## src/rtl/slm_pkg.sv

```systemverilog
// ----------------------------------------------------------------------------
// slm_pkg
// Shared widths, mode codes and the command beat type of the sorted list merger.
// ----------------------------------------------------------------------------
package slm_pkg;

    localparam int DATA_W         = 32;
    localparam int MODE_W         = 2;
    localparam int LIST_DEPTH_DEF = 32;
    localparam int QUEUE_DEPTH    = 2;

    // input mode codes
    localparam logic [MODE_W-1:0] MODE_LOAD_A = 2'd0;
    localparam logic [MODE_W-1:0] MODE_LOAD_B = 2'd1;
    localparam logic [MODE_W-1:0] MODE_GO     = 2'd2;

    // classified command kinds held in the queue
    typedef enum logic [1:0] {
        CMD_LOAD_A,
        CMD_LOAD_B,
        CMD_GO
    } cmd_kind_t;

    // head of the command queue as seen by the back end
    typedef struct packed {
        logic              valid;
        cmd_kind_t         kind;
        logic [DATA_W-1:0] value;
    } cmd_t;

endpackage

```

## src/rtl/slm_ram.sv

```systemverilog
// ----------------------------------------------------------------------------
// slm_ram
// Generic single write port, single read port RAM with registered read data.
// ----------------------------------------------------------------------------
module slm_ram #(
    parameter int  WIDTH = 32,
    parameter int  DEPTH = 32,
    localparam int AW    = (DEPTH > 1) ? $clog2(DEPTH) : 1
) (
    input  logic             clk,
    input  logic             we,
    input  logic [AW-1:0]    waddr,
    input  logic [WIDTH-1:0] wdata,
    input  logic [AW-1:0]    raddr,
    output logic [WIDTH-1:0] rdata
);

    logic [WIDTH-1:0] mem [DEPTH];

    // write port and registered read port
    always_ff @(posedge clk)
    begin
        if (we)
        begin
            mem[waddr] <= wdata;
        end
        rdata <= mem[raddr];
    end

endmodule

```

## src/rtl/slm_front.sv

```systemverilog
// ----------------------------------------------------------------------------
// slm_front
// Accepts input beats, classifies the mode and queues commands for the back end.
// ----------------------------------------------------------------------------
module slm_front (
    input  logic                        clk,
    input  logic                        rst_n,
    input  logic                        start,
    input  logic [slm_pkg::MODE_W-1:0]  mode,
    input  logic [slm_pkg::DATA_W-1:0]  value,
    input  logic                        pop,
    output logic                        busy,
    output slm_pkg::cmd_t               head
);
    import slm_pkg::*;

    localparam int PTR_W = (QUEUE_DEPTH > 1) ? $clog2(QUEUE_DEPTH) : 1;
    localparam int CNT_W = $clog2(QUEUE_DEPTH + 1);

    cmd_kind_t         q_kind_reg  [QUEUE_DEPTH];
    logic [DATA_W-1:0] q_value_reg [QUEUE_DEPTH];
    logic [PTR_W-1:0]  wr_ptr_reg, wr_ptr_next;
    logic [PTR_W-1:0]  rd_ptr_reg, rd_ptr_next;
    logic [CNT_W-1:0]  count_reg, count_next;

    cmd_kind_t kind;
    logic      keep;
    logic      push;
    logic      do_pop;

    // mode decode, unused code is dropped here
    always_comb
    begin
        kind = CMD_GO;
        keep = 1'b0;
        unique case (mode)
            MODE_LOAD_A:
            begin
                kind = CMD_LOAD_A;
                keep = 1'b1;
            end
            MODE_LOAD_B:
            begin
                kind = CMD_LOAD_B;
                keep = 1'b1;
            end
            MODE_GO:
            begin
                kind = CMD_GO;
                keep = 1'b1;
            end
            default:
            begin
                kind = CMD_GO;
                keep = 1'b0;
            end
        endcase
    end

    assign busy   = (count_reg == CNT_W'(QUEUE_DEPTH));
    assign push   = start && !busy && keep;
    assign do_pop = pop && (count_reg != '0);

    // pointer and fill count update
    always_comb
    begin
        wr_ptr_next = wr_ptr_reg;
        rd_ptr_next = rd_ptr_reg;
        count_next  = count_reg;
        if (push)
        begin
            wr_ptr_next = (wr_ptr_reg == PTR_W'(QUEUE_DEPTH - 1)) ? '0 : wr_ptr_reg + 1'b1;
        end
        if (do_pop)
        begin
            rd_ptr_next = (rd_ptr_reg == PTR_W'(QUEUE_DEPTH - 1)) ? '0 : rd_ptr_reg + 1'b1;
        end
        if (push && !do_pop)
        begin
            count_next = count_reg + 1'b1;
        end
        else if (do_pop && !push)
        begin
            count_next = count_reg - 1'b1;
        end
    end

    always_ff @(posedge clk or negedge rst_n)
    begin
        if (!rst_n)
        begin
            wr_ptr_reg <= '0;
            rd_ptr_reg <= '0;
            count_reg  <= '0;
        end
        else
        begin
            wr_ptr_reg <= wr_ptr_next;
            rd_ptr_reg <= rd_ptr_next;
            count_reg  <= count_next;
        end
    end

    // queue payload, no reset
    always_ff @(posedge clk)
    begin
        if (push)
        begin
            q_kind_reg[wr_ptr_reg]  <= kind;
            q_value_reg[wr_ptr_reg] <= value;
        end
    end

    assign head.valid = (count_reg != '0);
    assign head.kind  = q_kind_reg[rd_ptr_reg];
    assign head.value = q_value_reg[rd_ptr_reg];

endmodule

```

## src/rtl/slm_back.sv

```systemverilog
// ----------------------------------------------------------------------------
// slm_back
// Executes queued commands: appends to the list stores and runs the merge.
// ----------------------------------------------------------------------------
module slm_back #(
    parameter int LIST_DEPTH = slm_pkg::LIST_DEPTH_DEF
) (
    input  logic                              clk,
    input  logic                              rst_n,
    input  slm_pkg::cmd_t                     head,
    output logic                              pop,
    output logic                              strobe,
    output logic signed [slm_pkg::DATA_W-1:0] merged_value,
    output logic                              last,
    output logic                              overflowed
);
    import slm_pkg::*;

    localparam int AW = (LIST_DEPTH > 1) ? $clog2(LIST_DEPTH) : 1;
    localparam int CW = $clog2(LIST_DEPTH + 1);

    localparam logic ST_IDLE  = 1'b0;
    localparam logic ST_MERGE = 1'b1;

    logic          state_reg, state_next;
    logic [CW-1:0] count_a_reg, count_a_next;
    logic [CW-1:0] count_b_reg, count_b_next;
    logic [CW-1:0] ia_reg, ia_next;
    logic [CW-1:0] ib_reg, ib_next;
    logic          ovf_reg, ovf_next;

    logic                     strobe_reg, strobe_next;
    logic signed [DATA_W-1:0] value_reg, value_next;
    logic                     last_reg, last_next;
    logic                     ovf_out_reg, ovf_out_next;

    logic              we_a, we_b;
    logic [AW-1:0]     raddr_a, raddr_b;
    logic [DATA_W-1:0] rdata_a, rdata_b;

    logic          a_left, b_left, take_a, is_last;
    logic          full_a, full_b;
    logic [CW:0]   total;
    logic [CW:0]   emitted;
    logic [CW-1:0] ia_inc, ib_inc;

    // list stores
    slm_ram #(.WIDTH(DATA_W), .DEPTH(LIST_DEPTH)) u_ram_a (
        .clk   (clk),
        .we    (we_a),
        .waddr (count_a_reg[AW-1:0]),
        .wdata (head.value),
        .raddr (raddr_a),
        .rdata (rdata_a)
    );

    slm_ram #(.WIDTH(DATA_W), .DEPTH(LIST_DEPTH)) u_ram_b (
        .clk   (clk),
        .we    (we_b),
        .waddr (count_b_reg[AW-1:0]),
        .wdata (head.value),
        .raddr (raddr_b),
        .rdata (rdata_b)
    );

    // head compare, list b wins ties
    assign a_left  = (ia_reg < count_a_reg);
    assign b_left  = (ib_reg < count_b_reg);
    assign take_a  = (a_left && b_left) ? ($signed(rdata_a) < $signed(rdata_b)) : a_left;
    assign ia_inc  = ia_reg + 1'b1;
    assign ib_inc  = ib_reg + 1'b1;
    assign total   = {1'b0, count_a_reg} + {1'b0, count_b_reg};
    assign emitted = {1'b0, ia_reg} + {1'b0, ib_reg};
    assign is_last = ((emitted + 1'b1) == total);
    assign full_a  = (count_a_reg == CW'(LIST_DEPTH));
    assign full_b  = (count_b_reg == CW'(LIST_DEPTH));

    // read addresses run one step ahead so a head is ready every cycle
    always_comb
    begin
        raddr_a = '0;
        raddr_b = '0;
        if (state_reg == ST_MERGE)
        begin
            raddr_a = take_a ? ia_inc[AW-1:0] : ia_reg[AW-1:0];
            raddr_b = take_a ? ib_reg[AW-1:0] : ib_inc[AW-1:0];
        end
    end

    assign pop  = (state_reg == ST_IDLE) && head.valid;
    assign we_a = pop && (head.kind == CMD_LOAD_A) && !full_a;
    assign we_b = pop && (head.kind == CMD_LOAD_B) && !full_b;

    // command sequencer
    always_comb
    begin
        state_next   = state_reg;
        count_a_next = count_a_reg;
        count_b_next = count_b_reg;
        ia_next      = ia_reg;
        ib_next      = ib_reg;
        ovf_next     = ovf_reg;
        strobe_next  = 1'b0;
        value_next   = value_reg;
        last_next    = last_reg;
        ovf_out_next = ovf_out_reg;
        unique case (state_reg)
            ST_IDLE:
            begin
                if (pop)
                begin
                    case (head.kind)
                        CMD_LOAD_A:
                        begin
                            if (full_a)
                            begin
                                ovf_next = 1'b1;
                            end
                            else
                            begin
                                count_a_next = count_a_reg + 1'b1;
                            end
                        end
                        CMD_LOAD_B:
                        begin
                            if (full_b)
                            begin
                                ovf_next = 1'b1;
                            end
                            else
                            begin
                                count_b_next = count_b_reg + 1'b1;
                            end
                        end
                        default:
                        begin
                            ia_next = '0;
                            ib_next = '0;
                            if (total == '0)
                            begin
                                ovf_next = 1'b0;
                            end
                            else
                            begin
                                state_next = ST_MERGE;
                            end
                        end
                    endcase
                end
            end
            ST_MERGE:
            begin
                strobe_next  = 1'b1;
                value_next   = take_a ? $signed(rdata_a) : $signed(rdata_b);
                last_next    = is_last;
                ovf_out_next = ovf_reg;
                if (take_a)
                begin
                    ia_next = ia_inc;
                end
                else
                begin
                    ib_next = ib_inc;
                end
                if (is_last)
                begin
                    count_a_next = '0;
                    count_b_next = '0;
                    ovf_next     = 1'b0;
                    state_next   = ST_IDLE;
                end
            end
            default:
            begin
                state_next = ST_IDLE;
            end
        endcase
    end

    always_ff @(posedge clk or negedge rst_n)
    begin
        if (!rst_n)
        begin
            state_reg   <= ST_IDLE;
            count_a_reg <= '0;
            count_b_reg <= '0;
            ia_reg      <= '0;
            ib_reg      <= '0;
            ovf_reg     <= 1'b0;
            strobe_reg  <= 1'b0;
        end
        else
        begin
            state_reg   <= state_next;
            count_a_reg <= count_a_next;
            count_b_reg <= count_b_next;
            ia_reg      <= ia_next;
            ib_reg      <= ib_next;
            ovf_reg     <= ovf_next;
            strobe_reg  <= strobe_next;
        end
    end

    // result payload, no reset
    always_ff @(posedge clk)
    begin
        value_reg   <= value_next;
        last_reg    <= last_next;
        ovf_out_reg <= ovf_out_next;
    end

    assign strobe       = strobe_reg;
    assign merged_value = value_reg;
    assign last         = last_reg;
    assign overflowed   = ovf_out_reg;

endmodule

```

## src/rtl/sorted_list_merger.sv

```systemverilog
// ----------------------------------------------------------------------------
// sorted_list_merger
// Two-way merge of two ascending lists of signed 32-bit values.
// ----------------------------------------------------------------------------
// Usage:
//   A command beat is taken on a rising edge with start high and busy low.
//   mode 0 appends value to list A, mode 1 to list B, mode 2 merges and emits,
//   mode 3 is dropped. Appends beyond LIST_DEPTH entries per list are lost and
//   set the overflow bit that is reported on every result of the next merge.
//   Each result beat is on merged_value, last and overflowed for one cycle
//   with strobe high; the receiver cannot stall, results are never held back.
//   Timing: commands pass a two-entry queue. An append occupies the back end
//   only for its pop, so appends sustain one per cycle while no merge runs.
//   A merge of N stored values occupies the back end for its pop and then
//   one result per cycle, set by the single read port of each list store;
//   with the back end idle a merge beat passes the queue and is popped into
//   the merge state, which fills the result registers. busy is high while the
//   queue is full. After a merge both lists and the overflow bit are empty again.
//   Reset clears the counts, the queue and the overflow bit; no clearing pass
//   runs over the stores.
// ----------------------------------------------------------------------------
module sorted_list_merger #(
    parameter int LIST_DEPTH = slm_pkg::LIST_DEPTH_DEF
) (
    input  logic                              clk,
    input  logic                              rst_n,
    input  logic                              start,
    input  logic [slm_pkg::MODE_W-1:0]        mode,
    input  logic signed [slm_pkg::DATA_W-1:0] value,
    output logic                              busy,
    output logic                              strobe,
    output logic signed [slm_pkg::DATA_W-1:0] merged_value,
    output logic                              last,
    output logic                              overflowed
);
    import slm_pkg::*;

    cmd_t head;
    logic pop;

    // intake and command queue
    slm_front u_front (
        .clk   (clk),
        .rst_n (rst_n),
        .start (start),
        .mode  (mode),
        .value (value),
        .pop   (pop),
        .busy  (busy),
        .head  (head)
    );

    // list stores and merge sequencer
    slm_back #(.LIST_DEPTH(LIST_DEPTH)) u_back (
        .clk          (clk),
        .rst_n        (rst_n),
        .head         (head),
        .pop          (pop),
        .strobe       (strobe),
        .merged_value (merged_value),
        .last         (last),
        .overflowed   (overflowed)
    );

    // a merge ends with a gap before the next one can emit
    assert property (@(posedge clk) disable iff (!rst_n)
        strobe && last |=> !strobe)
        else $error("result beat right after the last beat of a merge");

    // a merge emits one beat per cycle with a constant overflow bit
    assert property (@(posedge clk) disable iff (!rst_n)
        strobe && !last |=> strobe && (overflowed == $past(overflowed)))
        else $error("merge stalled or overflow bit changed within a merge");

    // the queue only fills through an accepted beat
    assert property (@(posedge clk) disable iff (!rst_n)
        $rose(busy) |-> $past(start))
        else $error("queue became full without an accepted beat");

    // the back end never pops while it is merging
    assert property (@(posedge clk) disable iff (!rst_n)
        strobe && !last |-> !pop)
        else $error("command taken from the queue during a merge");

endmodule

```

## config.mk

```make
export PLATFORM = sky130hd
export DESIGN_NAME = sorted_list_merger
export DESIGN_NICKNAME = d
export VERILOG_FILES = /design/src/rtl/slm_pkg.sv /design/src/rtl/slm_ram.sv /design/src/rtl/slm_front.sv /design/src/rtl/slm_back.sv /design/src/rtl/sorted_list_merger.sv
export SDC_FILE = /design/constraint.sdc
export NUM_CORES = 2
export LEC_CHECK = 0
export ABC_CLOCK_PERIOD_IN_PS = 5280
export BUFFER_PORTS_ARGS = -buffer_cell sky130_fd_sc_hd__buf_2
export CAP_MARGIN = 20
export CORE_ASPECT_RATIO = 0.7
export CORE_MARGIN = 2
export CORE_UTILIZATION = 45
export CTS_BUF_LIST = sky130_fd_sc_hd__clkbuf_16
export DETAILED_ROUTE_END_ITERATION = 10
export MAX_ROUTING_LAYER = met4
export SLEW_MARGIN = 30
export SYNTH_ARGS = -nofsm -noshare
export SYNTH_HDL_FRONTEND = slang
export SYNTH_SLANG_ARGS = --single-unit
```

## constraint.sdc

```tcl
create_clock -name clk -period 5.28 [get_ports clk]
set_input_delay 0.792 -clock clk [delete_from_list [all_inputs] [get_ports clk]]
set_output_delay 0.792 -clock clk [all_outputs]
set_load 0.02 [all_outputs]
```

Word-level counts from Yosys, hierarchy flattened --
Memories as Yosys holds them, arrays and structs flattened. A register that Yosys moved wholly into a read port is not among the register bits. Index checks and enable logic that the tools add are counted.
Word-level totals: bits in registers 65, memory bits (writable) 2116, input bits 37, output and inout port bits 36, logic and storage cells 125, memories 4
Cells by class: add/subtract/negate cells 11, magnitude comparators 3, equality and inequality tests 19, mux-type cells 46, bitwise logic cells 1, reduce and logical (&&, ||, !) cells 28
Memories:
- u_back.u_ram_a.mem | words 32, bits a word 32, read ports 1, clocked after Yosys merged registers in 1, wr ports 1, RTL line slm_ram.sv:18 | logic [WIDTH-1:0] mem [DEPTH];
- u_back.u_ram_b.mem | words 32, bits a word 32, read ports 1, clocked after Yosys merged registers in 1, wr ports 1, RTL line slm_ram.sv:18
- u_front.q_value_reg | words 2, bits a word 32, read ports 1, clocked after Yosys merged registers in 0, wr ports 1, RTL line slm_front.sv:21 | logic [DATA_W-1:0] q_value_reg [QUEUE_DEPTH];
- u_front.q_kind_reg | words 2, bits a word 2, read ports 1, clocked after Yosys merged registers in 0, wr ports 1, RTL line slm_front.sv:20 | cmd_kind_t q_kind_reg [QUEUE_DEPTH];
Operator list (count):
- 6-bit two-way mux | 11
- 6-bit one-hot mux with 2 select lines | 4
- 32-bit < comparator | 1
- 32-bit two-way mux | 1
- 6-bit by 1-bit adder with 6-bit output, second input constant | 4
- 1-bit two-way mux | 20
- 5-bit two-way mux | 4
- 2-bit != test, second input constant | 8
- 6-bit by 6-bit adder with 7-bit output | 2
- 6-bit == test, second input constant | 2
- 6-bit < comparator | 2
- 1-bit logical AND | 11
- 4-bit AND reduction | 2
- 7-bit by 1-bit adder with 7-bit output, second input constant | 1
- 7-bit == test | 1
- 7-bit logical NOT | 1
- 3-bit by 2-bit != test with 1-bit output, second input constant | 2
- 1-bit one-hot mux with 2 select lines | 3
- 3-bit AND reduction | 2
- 1-bit logical NOT | 5
- 5-bit AND reduction | 1
- 2-bit by 1-bit == test with 1-bit output, second input constant | 2
- 2-bit == test, second input constant | 2
- 2-bit logical NOT | 2
- 11 further kinds | 14

Logic depth before layout (Yosys ltp) --
depth after elaboration 8, mapped depth 18, depth with buffers taken out 13

Hierarchy --
From an unflattened synthesis, not the netlist that was laid out.
Unflattened totals: cell total of the unflattened synthesis 5132, area, all modules 88352.2 um^2
Modules (own cells, without submodules):
- slm_ram | times used 2, cells each 2260, area an instance 40485.1 um^2
- slm_back | times used 1, cells each 484, area an instance 4546.9 um^2
- slm_front | times used 1, cells each 128, area an instance 2835.2 um^2

Least setup slack after synthesis --
No wires, ideal clock.
kind register -> register, start register u_back.state_reg, end memory u_back.u_ram_a.mem[15][0], enable pin, library setup time 423 ps, data arrival time 3741 ps, required time 4857 ps, path slack 1116 ps, stages on the path, launching flop included 7, path buffers 2, path through dfrtp_1 -> clkbuf_1 -> clkbuf_1 -> or3_1 -> nor2_1 -> nand2_1 -> nor2_1
On the way: cells in the longest elaborated chain, start to end 6
RTL lines:
- start: declaration | RTL line slm_back.sv:25 | logic state_reg, state_next;
- start signal: assignment | RTL line slm_back.sv:194 | state_reg <= state_next;
- 1-bit NOT | RTL line slm_back.sv:90 | assign pop = (state_reg == ST_IDLE) && head.valid;
- 1-bit logical AND | RTL line slm_back.sv:90
- 1-bit logical AND (2 in series) | RTL line slm_back.sv:91 | assign we_a = pop && (head.kind == CMD_LOAD_A) && !full_a;
- 1-bit two-way mux | RTL line slm_ram.sv:23 | if (we)
- 1-bit two-way mux (implied by the code) | RTL line slm_ram.sv:25 | mem[waddr] <= wdata;
- end: declaration | RTL line slm_ram.sv:18
No other way between the ends.

Final worst setup path --
start register u_back.count_b_reg[2], end register u_back.u_ram_b.rdata[27] (read register of u_back.u_ram_b.mem)
On the way: cells in the longest elaborated chain, start to end 5
RTL lines:
- start: declaration | RTL line slm_back.sv:27 | logic [CW-1:0] count_b_reg, count_b_next;
- start signal: assignment | RTL line slm_back.sv:196 | count_b_reg <= count_b_next;
- 6-bit < comparator | RTL line slm_back.sv:68 | assign b_left = (ib_reg < count_b_reg);
- 1-bit logical AND | RTL line slm_back.sv:69 | assign take_a = (a_left && b_left) ? ($signed(rdata_a) < $signed(rdata_b)) : a_left;
- 1-bit two-way mux | RTL line slm_back.sv:69
- 5-bit two-way mux | RTL line slm_back.sv:86 | raddr_b = take_a ? ib_reg[AW-1:0] : ib_inc[AW-1:0];
- 5-bit two-way mux | RTL line slm_back.sv:83 | if (state_reg == ST_MERGE)
- end: declaration | RTL line slm_ram.sv:15 | output logic [WIDTH-1:0] rdata
No other way between the ends. A chain may end at the register's enable or synchronous reset.

==> results.tsv <==
stage	metric	value	unit
sta	Hold Vio Cnt, Final	0	
floorplan	Die ar.	197800	um^2
global_routing	global-route wire length before repair	363.1	mm
synth	Syn Nets	6186	
setup_path	crit path DAT	5.78	ns
setup_path	crit path max fanout	55	
synth	Mapped Area	87410	um^2
sta	RSZ-0062 raised after global routing	no	
synth	synth top area cells	edfxtp_1, nand2_1, a32oi_1, nand3_1, mux2i_1	
cts	Clock Latency Late Sink	0.86	ns
placed_design	Placer Congestion	0.8436	
route	drt total wl	254.9	mm
cts	clk buf depth	4	
sta	Clock Skew	0.04351	ns
global_routing	antenna violations before repair	9	
cells_and_area	Final #Nets	6331	
synth	Post-synth EDFFs	2150	
route	vias per inst	5.965	
floorplan	Starting Density	0.4523	
setup_path	WP buf/inv	5	
cts	Clock transition at path regs	0.07	ns
setup_path	Max stage delay on crit path	0.68	ns
route	DRT antenna net count	0	
synth	sequential area share after synthesis	0.7622	
cts	CTS tree	done	
outcome	status	finished clean	
synth	Avg Inst Size Synth	14.37	um^2
sta	slew at the pin closest to its max-slew limit	1.018	ns
floorplan	row count	135	
route	first-pass iteration count of the detailed router	6	
placed_design	DP Cell Count	8619	
sta	Pins Over Slew Limit	0	
cts	total CTS buffers	209	
sta	Fmax	196.3	MHz
setup_path	worst-path cell chain	clkinvlp_4 > ha_1 > o21a_1 > o211ai_1 > o21ai_1 > and4bb_1 > or4_4 > mux2i_4 > buf_12 > buf_4 > buf_12 > buf_4 > nand2_1 > a32oi_1 > a31oi_1 > nor4_4	
pwr	leak pwr	33.00	nW
route	via count	53690	
synth	Synth top area share	0.7386	
sta	Setup-failing EPs final	0	
synth	Cell variety after synth	61	
global_routing	vias in the first global route	50020	
setup_path	critical path class	reg -> reg	
cts	htree depth	4	
route	Routed WL per cell	28.31	um
synth	async set-reset flop share out of synthesis	0.01381	
synth	register bit total from synthesis	2245	
synth	Syn Inst Count	6083	
global_routing	GRT Util Overall	0.2603	
route	Remaining DRCs	0	
cts	Setup Buffers After CTS	0	
cells_and_area	register area	66630	um^2
setup_path	worst path required time	5.97	ns
setup_path	CP endpoint kind	flip-flop	
floorplan	# IOs	73	
floorplan	core footprint	193200	um^2
synth	synth cell count leaders	edfxtp_1, nand2_1, nand3_1, a32oi_1, mux2i_1	
sta	setup ws final	0.1869	ns
cells_and_area	Layout area overhead	13.44	%
run	max-cap violation count	0	
cts	# clock sinks	2245	
sta	relative slew slack	0.3198	
global_routing	pin count of the biggest net entering global routing	133	
sta	min Tclk post-route	5.093	ns
setup_path	Critical-path top delay cell	or4_4	
cells_and_area	share of layout cells above drive strength 1	0.1173	
route	initial DRC count	7733	
synth	most common cell in the synthesized netlist	edfxtp_1	
synth	Main synth FF type	edfxtp_1	
placed_design	dpl ws	-0.5121	ns
floorplan	die span in x	530.8	um
placed_design	post-DP HPWL	140.9	mm
pwr	Cell Pwr Density	614.7	nW/um^2
floorplan	Die H	372.7	um
setup_path	CP Launch Type	flip-flop	
synth	Yosys Warn Count	0	
pwr	Max IR drop VDD	1.038	mV
cells_and_area	FILL cells	16160	
placed_design	port bufs	72	
pwr	total power	60.95	mW
global_routing	total congestion overflow	0	
cts	clock root cell	clkbuf_16	
synth	cell taking the most area after synthesis	edfxtp_1	
cells_and_area	post-route insts no fill	9002	
sta	period utilisation layout	0.9646	
cells_and_area	area of the multi-input gates	19680	um^2
setup_path	Crit path max-delay family	simple AND/OR/NAND/NOR gates	
worst_hold_path	Min-Delay Path Class	in -> reg	
## per-layer routing
metal  track usage  share of wire  vias up
met3       0.05608           0.11      326
met4       0.04925          0.018        0
li1              -              -    23200
met5             -              0        -
met1        0.3936           0.44    27410
met2        0.3632           0.43     2761
## worst paths after layout
kind                                        from                         end  slack, ns  cells after the start
setup reg to reg           u_back.count_b_reg[2]    u_back.u_ram_b.rdata[27]       0.19                     16
max in group asynchronous                  rst_n            u_back.state_reg       4.34                      2
hold / removal                         value[15]  u_front.q_value_reg[1][15]       0.13                      1
min in group asynchronous                  rst_n               u_back.strobe       0.46                      2
setup / recovery           u_back.count_b_reg[2]    u_back.u_ram_b.rdata[27]       0.19                     16
hold reg to reg             u_front.count_reg[1]        u_front.count_reg[1]       0.52                      1
## logic make-up after synthesis
| kind of cell | Yosys count | synth area share |
|---|---|---|
| AND/OR/NAND/NOR | 2243 | 0.1054 |
| buffers and inverters | 427 | 0.02150 |
| multiplexers | 233 | 0.02721 |
| flip-flops | 2245 | 0.7622 |
| adder cells (fa/ha/maj) | 66 | 0.009619 |
| AO/OA/AOI/OAI | 839 | 0.07096 |
| XOR/XNOR | 30 | 0.003163 |
## final cells by class
| type | count | share of cell area |
|---|---|---|
| diodes | 4 | 0.0001009 |
| multi-input cells | 3411 | 0.1984 |
| inverters | 57 | 0.002196 |
| clock inverters | 165 | 0.01104 |
| repair buffers | 304 | 0.02973 |
| flip-flops and latches | 2245 | 0.6719 |
| well taps | 2603 | 0.03284 |
| clock buffers | 213 | 0.05375 |
## what timing repair did
action,in CTS,in global routing
hold buffers,0,1
pin swaps,0,1
endpoints found under the setup margin,49,7
endpoints found under the hold margin,0,31
gates resized for setup,3,8
## stage by stage
stage / cell area, um^2 / utilization / setup TNS, ns / hold slack, ns
global route: 99150 / 0.5131 / 0 / 0.1064
global placement: 92570 / 0.4791 / -3.550 / 0.4817
floorplan: 87410 / - / 0 / 0.4249
finish: 99160 / 0.5132 / 0 / 0.1293
CTS: 99100 / 0.5128 / 0 / 0.06233
detailed placement: 92660 / 0.4795 / -4.780 / 0.4908
## cells in the final DEF, fill, tap and decap left out, types with 6 or more instances in the layout
| cell | n |
|---|---|
| nor3_1 | 10 |
| buf_12 | 64 |
| inv_1 | 104 |
| mux2i_1 | 192 |
| a21boi_0 | 63 |
| nor2_1 | 30 |
| o31ai_1 | 7 |
| mux2_2 | 34 |
| nand3_1 | 446 |
| clkbuf_16 | 213 |
| nor4_1 | 30 |
| o21ai_0 | 59 |
| clkinv_2 | 46 |
| a31oi_1 | 159 |
| clkinv_1 | 50 |
| a32oi_1 | 321 |
| xnor2_1 | 24 |
| bufinv_16 | 13 |
| a2111oi_2 | 32 |
| nor2_4 | 66 |
| buf_2 | 71 |
| ha_1 | 63 |
| nand2b_1 | 6 |
| buf_4 | 166 |
| dfxtp_1 | 64 |
| nand2_1 | 1614 |
| edfxtp_1 | 2150 |
| dfrtp_1 | 28 |
| nand4_1 | 7 |
| a21oi_1 | 154 |
## where the power goes
group          switching [mW]  internal, mW  total (mW)
logic                    16.3          6.85        23.1
clock network            6.51          7.92        14.4
registers               0.918          22.4        23.4
total                    23.7          37.2        60.9
(Power assumes the default switching activity.)
